**config.mk**
```make
export PLATFORM = sky130hd
export DESIGN_NAME = input_qualifier_with_output_links_unit_flat
export DESIGN_NICKNAME = d
export VERILOG_FILES = /design/src/hw/rtl/iqol_pkg.sv /design/src/hw/rtl/iqol_ifs.sv /design/src/hw/rtl/iqol_regs.sv /design/src/hw/rtl/iqol_core.sv /design/src/hw/rtl/input_qualifier_with_output_links_unit.sv /design/src/flat_wrapper.sv
export SDC_FILE = /design/constraint.sdc
export NUM_CORES = 1
export LEC_CHECK = 0
export CAP_MARGIN = 5
export CORE_MARGIN = 2
export CORE_UTILIZATION = 37
export CTS_CLUSTER_SIZE = 12
export DETAILED_ROUTE_END_ITERATION = 6
export DONT_BUFFER_PORTS = 1
export GPL_TIMING_DRIVEN = 0
export MAX_ROUTING_LAYER = met4
export PLACE_DENSITY = 0.53
export REMOVE_ABC_BUFFERS = 1
export SYNTH_ARGS = -nofsm -noshare
export SYNTH_HDL_FRONTEND = slang
export SYNTH_HIERARCHICAL = 1
export SYNTH_SLANG_ARGS = --single-unit
export TNS_END_PERCENT = 20
```
**constraint.sdc**
```tcl
create_clock -name clk -period 8.2 [get_ports clk]
set_clock_uncertainty 0.2 [all_clocks]
set_input_delay 0.82 -clock clk [delete_from_list [all_inputs] [get_ports clk]]
set_output_delay 0.82 -clock clk [all_outputs]
set_load 0.1 [all_outputs]
```
**src/hw/rtl/iqol_pkg.sv**
```systemverilog
// Package for the input qualifier with output links.
// Holds the shared widths, register and link-mode codes, and the item, result and
// configuration types. Depends on nothing.
`timescale 1ns / 1ps

package iqol_pkg;

	// Defaults for the top-level parameters.
	localparam int CHANNELS_DEF    = 8;
	localparam int SAMPLE_BITS_DEF = 12;

	// Number of driven outputs. Link targets at or above it do nothing.
	localparam int OUTPUTS_N = 8;

	// Fixed field widths.
	localparam int CH_W   = 3;
	localparam int SMP_W  = 12;
	localparam int TIME_W = 32;
	localparam int LVL_W  = 8;
	localparam int LINK_W = 3;
	localparam int DATA_W = 32;
	localparam int ADDR_W = 5;

	// Link modes, three bits per channel. Codes six and seven do nothing.
	typedef enum logic [LINK_W-1:0] {
		LINK_NONE        = 3'd0,
		LINK_COPY        = 3'd1,
		LINK_NEGATE      = 3'd2,
		LINK_TOGGLE      = 3'd3,
		LINK_TOGGLE_HIGH = 3'd4,
		LINK_TOGGLE_LOW  = 3'd5
	} link_mode_t;

	// Register indexes, at byte address four times the index.
	typedef enum logic [2:0] {
		REG_STABLE_TIME   = 3'd0,
		REG_MIN_VARIATION = 3'd1,
		REG_ANALOG_MASK   = 3'd2,
		REG_LINK_MODES    = 3'd3,
		REG_LINK_TARGETS  = 3'd4
	} reg_idx_t;

	typedef struct packed {
		logic [TIME_W-1:0] stable_time;
		logic [SMP_W-1:0]  min_variation;
		logic [7:0]        analog_mask;
		logic [23:0]       link_modes;
		logic [23:0]       link_targets;
	} cfg_t;

	typedef struct packed {
		logic [CH_W-1:0]   channel;
		logic [SMP_W-1:0]  sample;
		logic [TIME_W-1:0] now_ms;
	} item_t;

	typedef struct packed {
		logic              accepted;
		logic [CH_W-1:0]   event_channel;
		logic [SMP_W-1:0]  event_value;
		logic [LVL_W-1:0]  output_levels;
		logic              output_changed;
	} result_t;

endpackage

```
**src/hw/rtl/iqol_ifs.sv**
```systemverilog
// Valid/ready channel interfaces for sample items and result events.
// Depends on iqol_pkg for the field widths.
`timescale 1ns / 1ps

interface iqol_item_if;
	import iqol_pkg::*;

	logic              valid;
	logic              ready;
	logic [CH_W-1:0]   channel;
	logic [SMP_W-1:0]  sample;
	logic [TIME_W-1:0] now_ms;

	modport source (output valid, channel, sample, now_ms, input ready);
	modport sink   (input valid, channel, sample, now_ms, output ready);
endinterface

interface iqol_event_if;
	import iqol_pkg::*;

	logic              valid;
	logic              ready;
	logic              accepted;
	logic [CH_W-1:0]   event_channel;
	logic [SMP_W-1:0]  event_value;
	logic [LVL_W-1:0]  output_levels;
	logic              output_changed;

	modport source (output valid, accepted, event_channel, event_value, output_levels,
		output_changed, input ready);
	modport sink   (input valid, accepted, event_channel, event_value, output_levels,
		output_changed, output ready);
endinterface

```
**src/hw/rtl/iqol_regs.sv**
```systemverilog
// APB-style configuration registers of the input qualifier.
// Depends on iqol_pkg for the register codes and the configuration struct.
`timescale 1ns / 1ps

module iqol_regs (
	input  logic                      clk,
	input  logic                      arst_n,
	input  logic                      psel,
	input  logic                      penable,
	input  logic                      pwrite,
	input  logic [iqol_pkg::ADDR_W-1:0] paddr,
	input  logic [iqol_pkg::DATA_W-1:0] pwdata,
	output logic [iqol_pkg::DATA_W-1:0] prdata,
	output logic                      pready,
	output iqol_pkg::cfg_t            cfg
);
	import iqol_pkg::*;

	cfg_t     cfg_q;
	reg_idx_t idx;
	logic     wr_en;

	assign idx    = reg_idx_t'(paddr[ADDR_W-1:2]);
	assign wr_en  = psel && penable && pwrite;
	assign pready = 1'b1;
	assign cfg    = cfg_q;

	// Register writes; the data is cut to each register's width.
	always_ff @(posedge clk or negedge arst_n) begin
		if (!arst_n) begin
			cfg_q <= '0;
		end else if (wr_en) begin
			unique case (idx)
				REG_STABLE_TIME:   cfg_q.stable_time   <= pwdata;
				REG_MIN_VARIATION: cfg_q.min_variation <= pwdata[SMP_W-1:0];
				REG_ANALOG_MASK:   cfg_q.analog_mask   <= pwdata[7:0];
				REG_LINK_MODES:    cfg_q.link_modes    <= pwdata[23:0];
				REG_LINK_TARGETS:  cfg_q.link_targets  <= pwdata[23:0];
				default: ;
			endcase
		end
	end

	// Read back, zero extended.
	always_comb begin
		unique case (idx)
			REG_STABLE_TIME:   prdata = cfg_q.stable_time;
			REG_MIN_VARIATION: prdata = DATA_W'(cfg_q.min_variation);
			REG_ANALOG_MASK:   prdata = DATA_W'(cfg_q.analog_mask);
			REG_LINK_MODES:    prdata = DATA_W'(cfg_q.link_modes);
			REG_LINK_TARGETS:  prdata = DATA_W'(cfg_q.link_targets);
			default:           prdata = '0;
		endcase
	end

endmodule

```
**src/hw/rtl/iqol_core.sv**
```systemverilog
// Per-channel qualifier state, the accept decision and the output link logic.
// Depends on iqol_pkg for the item, result and configuration types.
`timescale 1ns / 1ps

module iqol_core #(
	parameter int CHANNELS    = iqol_pkg::CHANNELS_DEF,
	parameter int SAMPLE_BITS = iqol_pkg::SAMPLE_BITS_DEF
) (
	input  logic              clk,
	input  logic              arst_n,
	input  logic              fire,
	input  iqol_pkg::item_t   item,
	input  iqol_pkg::cfg_t    cfg,
	output iqol_pkg::result_t res
);
	import iqol_pkg::*;

	localparam int CMP_W = 16;

	logic [SAMPLE_BITS-1:0] acc_val_q [CHANNELS];
	logic                   has_q     [CHANNELS];
	logic [TIME_W-1:0]      last_q    [CHANNELS];
	logic [LVL_W-1:0]       levels_q;

	logic                   in_range;
	logic [SAMPLE_BITS-1:0] cur_val;
	logic                   cur_has;
	logic [TIME_W-1:0]      cur_last;
	logic                   analog;
	logic [SAMPLE_BITS-1:0] smp_m;
	logic [SAMPLE_BITS-1:0] s;
	logic [SAMPLE_BITS-1:0] diff;
	logic                   same;
	logic                   passes;
	logic                   timed;
	logic [TIME_W-1:0]      elapsed;
	logic                   take;
	logic                   upd_last;
	link_mode_t             mode;
	logic [LINK_W-1:0]      tgt;
	logic [LVL_W-1:0]       bitv;
	logic [LVL_W-1:0]       linked;
	logic [LVL_W-1:0]       lv_next;

	// Pick the state of the addressed channel.
	always_comb begin
		cur_val  = '0;
		cur_has  = 1'b0;
		cur_last = '0;
		for (int i = 0; i < CHANNELS; i++) begin
			if (int'(item.channel) == i) begin
				cur_val  = acc_val_q[i];
				cur_has  = has_q[i];
				cur_last = last_q[i];
			end
		end
	end

	// Accept decision: a change must clear the deadband and last the stable time.
	always_comb begin
		in_range = int'(item.channel) < CHANNELS;
		analog   = cfg.analog_mask[item.channel];
		smp_m    = SAMPLE_BITS'(item.sample);
		s        = analog ? smp_m : SAMPLE_BITS'(|smp_m);
		same     = cur_has && (cur_val == s);
		diff     = (cur_val > s) ? (cur_val - s) : (s - cur_val);
		passes   = !(cur_has && analog) || (CMP_W'(diff) >= CMP_W'(cfg.min_variation));
		elapsed  = item.now_ms - cur_last;
		timed    = elapsed >= cfg.stable_time;
		take     = in_range && !same && passes && timed;
		upd_last = in_range && (same || !passes || timed);
	end

	// Output link action for an accepted digital change.
	always_comb begin
		mode   = link_mode_t'(cfg.link_modes[LINK_W*item.channel +: LINK_W]);
		tgt    = cfg.link_targets[LINK_W*item.channel +: LINK_W];
		bitv   = LVL_W'(1) << tgt;
		linked = levels_q;
		unique case (mode)
			LINK_COPY:        linked = s[0] ? (levels_q | bitv) : (levels_q & ~bitv);
			LINK_NEGATE:      linked = s[0] ? (levels_q & ~bitv) : (levels_q | bitv);
			LINK_TOGGLE:      linked = levels_q ^ bitv;
			LINK_TOGGLE_HIGH: linked = s[0] ? (levels_q ^ bitv) : levels_q;
			LINK_TOGGLE_LOW:  linked = s[0] ? levels_q : (levels_q ^ bitv);
			default:          linked = levels_q;
		endcase
		lv_next = (take && !analog && (int'(tgt) < OUTPUTS_N)) ? linked : levels_q;
	end

	// Result of the item in the input stage.
	always_comb begin
		res.accepted       = take;
		res.event_channel  = item.channel;
		res.event_value    = in_range ? SMP_W'(take ? s : cur_val) : '0;
		res.output_levels  = lv_next;
		res.output_changed = lv_next != levels_q;
	end

	// State update when the item moves on to the result register.
	always_ff @(posedge clk or negedge arst_n) begin
		if (!arst_n) begin
			for (int i = 0; i < CHANNELS; i++) begin
				acc_val_q[i] <= '0;
				has_q[i]     <= 1'b0;
				last_q[i]    <= '0;
			end
			levels_q <= '0;
		end else if (fire) begin
			for (int i = 0; i < CHANNELS; i++) begin
				if (int'(item.channel) == i) begin
					if (take) begin
						acc_val_q[i] <= s;
						has_q[i]     <= 1'b1;
					end
					if (upd_last) begin
						last_q[i] <= item.now_ms;
					end
				end
			end
			levels_q <= lv_next;
		end
	end

endmodule

```
**src/hw/rtl/input_qualifier_with_output_links_unit.sv**
```systemverilog
// Top level of the input qualifier with output links.
// Depends on iqol_pkg, iqol_ifs, iqol_regs and iqol_core.
//
// Usage: each transfer on the samples channel carries a channel number, a raw
// sample and the current millisecond time. Every sample gives exactly one
// transfer on the events channel: whether the sample became the channel's new
// accepted value, that value, the levels of the eight linked outputs and
// whether a link action changed them. Configuration goes through the APB port
// while no sample is in flight.
// A sample's transfer loads the input register; the item then moves on to the
// result register, which holds the result that is shown as valid.
// Throughput: one sample per cycle while the receiver takes the results; the
// channel state is read and written as the item moves between the two registers.
// Reset clears all configuration, all channel state and the output levels.
// When the receiver stalls, the result register holds and the input register
// still takes one more sample; after that, samples ready drops until the
// result is taken.
`timescale 1ns / 1ps

module input_qualifier_with_output_links_unit #(
	parameter int CHANNELS    = iqol_pkg::CHANNELS_DEF,
	parameter int SAMPLE_BITS = iqol_pkg::SAMPLE_BITS_DEF
) (
	input  logic                        clk,
	input  logic                        arst_n,
	iqol_item_if.sink                   samples,
	iqol_event_if.source                events,
	input  logic                        psel,
	input  logic                        penable,
	input  logic                        pwrite,
	input  logic [iqol_pkg::ADDR_W-1:0] paddr,
	input  logic [iqol_pkg::DATA_W-1:0] pwdata,
	output logic [iqol_pkg::DATA_W-1:0] prdata,
	output logic                        pready
);
	import iqol_pkg::*;

	cfg_t    cfg;
	item_t   item_s1;
	logic    valid_s1;
	result_t res;
	result_t res_q;
	logic    out_valid_q;
	logic    advance;
	logic    in_xfer;

	assign advance       = valid_s1 && (!out_valid_q || events.ready);
	assign samples.ready = !valid_s1 || advance;
	assign in_xfer       = samples.valid && samples.ready;

	iqol_regs u_regs (
		.clk     (clk),
		.arst_n  (arst_n),
		.psel    (psel),
		.penable (penable),
		.pwrite  (pwrite),
		.paddr   (paddr),
		.pwdata  (pwdata),
		.prdata  (prdata),
		.pready  (pready),
		.cfg     (cfg)
	);

	iqol_core #(
		.CHANNELS    (CHANNELS),
		.SAMPLE_BITS (SAMPLE_BITS)
	) u_core (
		.clk    (clk),
		.arst_n (arst_n),
		.fire   (advance),
		.item   (item_s1),
		.cfg    (cfg),
		.res    (res)
	);

	// Input register.
	always_ff @(posedge clk or negedge arst_n) begin
		if (!arst_n) begin
			valid_s1 <= 1'b0;
		end else if (in_xfer) begin
			valid_s1 <= 1'b1;
		end else if (advance) begin
			valid_s1 <= 1'b0;
		end
	end

	always_ff @(posedge clk) begin
		if (in_xfer) begin
			item_s1.channel <= samples.channel;
			item_s1.sample  <= samples.sample;
			item_s1.now_ms  <= samples.now_ms;
		end
	end

	// Result register.
	always_ff @(posedge clk or negedge arst_n) begin
		if (!arst_n) begin
			out_valid_q <= 1'b0;
		end else if (advance) begin
			out_valid_q <= 1'b1;
		end else if (events.ready) begin
			out_valid_q <= 1'b0;
		end
	end

	always_ff @(posedge clk) begin
		if (advance) begin
			res_q <= res;
		end
	end

	assign events.valid          = out_valid_q;
	assign events.accepted       = res_q.accepted;
	assign events.event_channel  = res_q.event_channel;
	assign events.event_value    = res_q.event_value;
	assign events.output_levels  = res_q.output_levels;
	assign events.output_changed = res_q.output_changed;

endmodule
```
**src/flat_wrapper.sv**
```systemverilog
// flat-port wrapper written by rule: the top's interface ports become plain ports
module input_qualifier_with_output_links_unit_flat import iqol_pkg::*;
#(
	parameter int CHANNELS    = iqol_pkg::CHANNELS_DEF,
	parameter int SAMPLE_BITS = iqol_pkg::SAMPLE_BITS_DEF
)
  (clk, arst_n, psel, penable, pwrite, paddr, pwdata, prdata, pready, samples_valid, samples_channel, samples_sample, samples_now_ms, samples_ready, events_valid, events_accepted, events_event_channel, events_event_value, events_output_levels, events_output_changed, events_ready);
  iqol_item_if samples_i ();
  iqol_event_if events_i ();
  input  logic clk;
  input  logic arst_n;
  input  logic psel;
  input  logic penable;
  input  logic pwrite;
  input  logic [iqol_pkg::ADDR_W-1:0] paddr;
  input  logic [iqol_pkg::DATA_W-1:0] pwdata;
  output logic [iqol_pkg::DATA_W-1:0] prdata;
  output logic pready;
  input wire logic [$bits(samples_i.valid)-1:0] samples_valid;
  input wire logic [$bits(samples_i.channel)-1:0] samples_channel;
  input wire logic [$bits(samples_i.sample)-1:0] samples_sample;
  input wire logic [$bits(samples_i.now_ms)-1:0] samples_now_ms;
  output wire logic [$bits(samples_i.ready)-1:0] samples_ready;
  output wire logic [$bits(events_i.valid)-1:0] events_valid;
  output wire logic [$bits(events_i.accepted)-1:0] events_accepted;
  output wire logic [$bits(events_i.event_channel)-1:0] events_event_channel;
  output wire logic [$bits(events_i.event_value)-1:0] events_event_value;
  output wire logic [$bits(events_i.output_levels)-1:0] events_output_levels;
  output wire logic [$bits(events_i.output_changed)-1:0] events_output_changed;
  input wire logic [$bits(events_i.ready)-1:0] events_ready;
  assign samples_i.valid = samples_valid;
  assign samples_i.channel = samples_channel;
  assign samples_i.sample = samples_sample;
  assign samples_i.now_ms = samples_now_ms;
  assign samples_ready = samples_i.ready;
  assign events_valid = events_i.valid;
  assign events_accepted = events_i.accepted;
  assign events_event_channel = events_i.event_channel;
  assign events_event_value = events_i.event_value;
  assign events_output_levels = events_i.output_levels;
  assign events_output_changed = events_i.output_changed;
  assign events_i.ready = events_ready;
  input_qualifier_with_output_links_unit #(.CHANNELS(CHANNELS), .SAMPLE_BITS(SAMPLE_BITS)) u_core (.clk(clk), .arst_n(arst_n), .samples(samples_i), .events(events_i), .psel(psel), .penable(penable), .pwrite(pwrite), .paddr(paddr), .pwdata(pwdata), .prdata(prdata), .pready(pready));
endmodule
```
==> flow_metrics.tcl <==
set metrics [dict create \
    globalRoute.totalOverflow 0 \
    synth-seq-cells 542 \
    power.leakage_nw 14.1 \
    worstSetupPathType "flip-flop to flip-flop" \
    grt_pass1_vias 20200 \
    met1_usage 0.288 \
    regArea_sq_um 13900 \
    slowest_stage "mux4_2" \
    worstPathMaxFanout 15 \
    dieArea_sq_um 79200 \
    grt_use_total 0.221 \
    final_util 0.429 \
    fin_crit_sh 0.967 \
    root_buffer "clkbuf_16" \
    cts_tree "built" \
    core_sq_um 76100 \
    gp_congestion 0.875 \
    drtPass1Iterations 7 \
    place_ws_ns -3.98 \
    start_kind "flip-flop" \
    syn_area_per_cell_sq_um 11.9 \
    run_status "finished, violations left" \
    final_antenna_net_count 0 \
    endpoint "u_core/u_core/last_q[87]" \
    rsz0062_at_grt "yes" \
    synth_cells 2397 \
    finalCriticalPeriod_ns 7.93 \
    required_ns 8.52 \
    drive_above_1_share 0.296 \
    ys_top_cells_by_area "dfrtp_1, mux2_2, edfxtp_1" \
    ys_types 87 \
    dp_hpwl_microns 57400 \
    synth_top_area_frac 0.413 \
    io_buffers 0 \
    routedWlPerCell_microns 24.4 \
    path_common_cell "buf_8" \
    most-common-layout-cells "dfrtp_1, mux2_2, a21oi_1, nor2_1, ha_1" \
    remaining_drc_errors 0 \
    slew_headroom 0.0742 \
    pwr_density_cell_nw_per_um2 361 \
    r2r_end "u_core/u_core/last_q[87]" \
    synthArstFlopShare 0.867 \
    grt_pass1_wl_microns 128000 \
    cp-startpoint "u_core/item_s1[45]" \
    met3_usage 0.0342 \
    cts_buffers 60 \
    grt_max_degree 471 \
    final_nets 2591 \
    grt-busiest-layer "met2" \
    critical_path.max_stage_delay_ns 0.51 \
    r2r.worst_path.cells 31 \
    worstSetupEndpointType "flip-flop" \
    num-fill-cells 7187 \
    dp_cells 3321 \
    violations "hold timing" \
    cts_buffer_depth 3 \
    peakVddDrop_uv 214 \
    final_common_cell "dfrtp_1" \
    netlist_area_sq_um 28500 \
    htreeDepth 2 \
    use_met2 0.353 \
    drv_slew 0 \
    r2r_start "u_core/item_s1[45]" \
    max_cap_viol_count 0 \
    fp.dieH_microns 281 \
    fmax_mhz 126 \
    rows 101 \
    clock-sinks 542 \
    yosys.area.top_type "dfrtp_1" \
    ff2ff_setup_slack_ns 0.27 \
    worst_slew_pin_slew_ns 1.43 \
    yosysWarningCount 6 \
    finalHoldViolCount 470 \
    boundaryPins 151 \
    drt-initial-drc-count 1498 \
    antenna_found_initial 4 \
    wl_microns 84900 \
    start_util 0.374 \
    dr_total_vias 19600 \
    worstPathArrival_ns 8.25 \
    multi_input_area_sq_um 13900 \
    ys.flop_type "dfrtp_1" \
    clkSlewWorstSetupHoldPaths_ns 0.06 \
    synth-edff-count 72 \
    vias_per_cell 5.62 \
    setup_viol 0 \
    insertion_delay_ns 0.65 \
    timing.hold.ws_ns -0.284 \
    hold_class "input port to async pin" \
    finalNonFillerCells 3480 \
    fin_ws_ns 0.270 \
    die_w_microns 281 \
    ys_seq_area_frac 0.489 \
    areaGrowthSynthToFinish_pct 14.7 \
]
-- stage by stage --
step | hold WS, ns | instance area [sq um] | setup TNS (ns) | power, W
2_1_floorplan | 0.229 | 27700 | -1532.79 | 0.00760
3_3_place_gp | 0.244 | 29000 | -5137.34 | 0.00858
3_5_place_dp | 0.251 | 30100 | -1123.94 | 0.00881
4_1_cts | -0.308 | 32500 | 0 | 0.0118
5_1_grt | -0.308 | 32700 | -0.0211 | 0.0125
6_report | -0.284 | 32700 | 0 | 0.0118
-- worst max-delay path: cells and delay by family, from the launching register on --
kind | cells | cell delay [ns]
AO/OA/AOI/OAI | 10 | 2.52
XOR/XNOR | 1 | 0.17
adder cells (fa/ha/maj) | 3 | 0.88
buffers and inverters | 6 | 0.96
flip-flops | 1 | 0.45
multiplexers | 4 | 1.61
AND/OR/NAND/NOR | 7 | 0.97
-- synthesized netlist by cell type, types with 50 or more instances --
cell and count:
a21oi_1 150, a22oi_1 50, clkbuf_1 68, dfrtp_1 470
edfxtp_1 72, ha_1 99, inv_1 91, mux2_2 435
mux2i_1 72, nand2_1 84, nor2_1 109, o21ai_0 109
o221ai_1 51
-- sequential cells by signal (all words and copies together), names as in the netlist --
register	flops
u_core/u_core/last_q	256
u_core/u_regs/cfg	100
u_core/valid_s1	1
u_core/events.valid	1
u_core/events.output_levels	8
u_core/events.event_channel	3
u_core/item_s1	47
u_core/u_core/has_q	8
u_core/events.event_value	12
u_core/u_core/levels_q	8
u_core/events.accepted	1
u_core/u_core/acc_val_q	96
u_core/events.output_changed	1
-- layer usage --
metal / wire length (microns) / share of wire / vias up
met4: 2710 / 0.032 / 0
met2: 40000 / 0.47 / 479
met3: 3810 / 0.045 / 135
met1: 38400 / 0.45 / 10100
met5: 0 / 0 / -
li1: - / - / 8863
-- how the worst min path moves through the flow --
stage / startpoint / endpoint / slack [ns]
2_1_floorplan: u_core/u_core/has_q[3] / u_core/u_core/has_q[3] / 0.23
3_3_place_gp: u_core/u_core/has_q[3] / u_core/u_core/has_q[3] / 0.24
3_5_place_dp: u_core/u_core/has_q[6] / u_core/u_core/has_q[6] / 0.25
4_1_cts: arst_n / u_core/u_core/acc_val_q[50] / -0.31
5_1_grt: arst_n / u_core/u_core/levels_q[5] / -0.31
6_report: arst_n / u_core/u_core/levels_q[5] / -0.28
-- cell families (layout without fill, tap and decap cells) --
kind of cell               Yosys count  in the layout  synth area share
other                                1              3          0.000132
and+or+nand+nor                    374            376            0.0683
xor gates and xnor gates            32             32           0.00984
DFF                                542            542             0.489
AOI/OAI and AO/OA                  544            545             0.126
muxes                              555            555             0.221
buffers and inverters              247            295            0.0398
adders and majority gates          102            102            0.0456
-- timing repair --
action / 4_1_cts / 5_1_grt
gates cloned: 2 / 1
setup endpoints to repair: 390 / 367
resized for setup: 40 / 11
buffers inserted: 29 / 13
pin swaps: 10 / 5
endpoints found under the hold margin: 470 / 470
-- power breakdown --
part | internal, W | switching (W) | total [W]
Sequential | 0.00377 | 0.000885 | 0.00465
Combinational | 0.00208 | 0.00238 | 0.00446
Clock | 0.00155 | 0.00113 | 0.00269
-- area by class of cell --
type                       instances  area share
clock inverter                    23     0.00693
multi-input combinational       1611       0.424
tap                             1030      0.0395
clock buffer                      89      0.0530
inverter                         101      0.0128
timing repair buffer              82      0.0373
sequential                       542       0.426
antenna                            2    0.000153
Note: power is estimated with default switching activity, not from simulation.
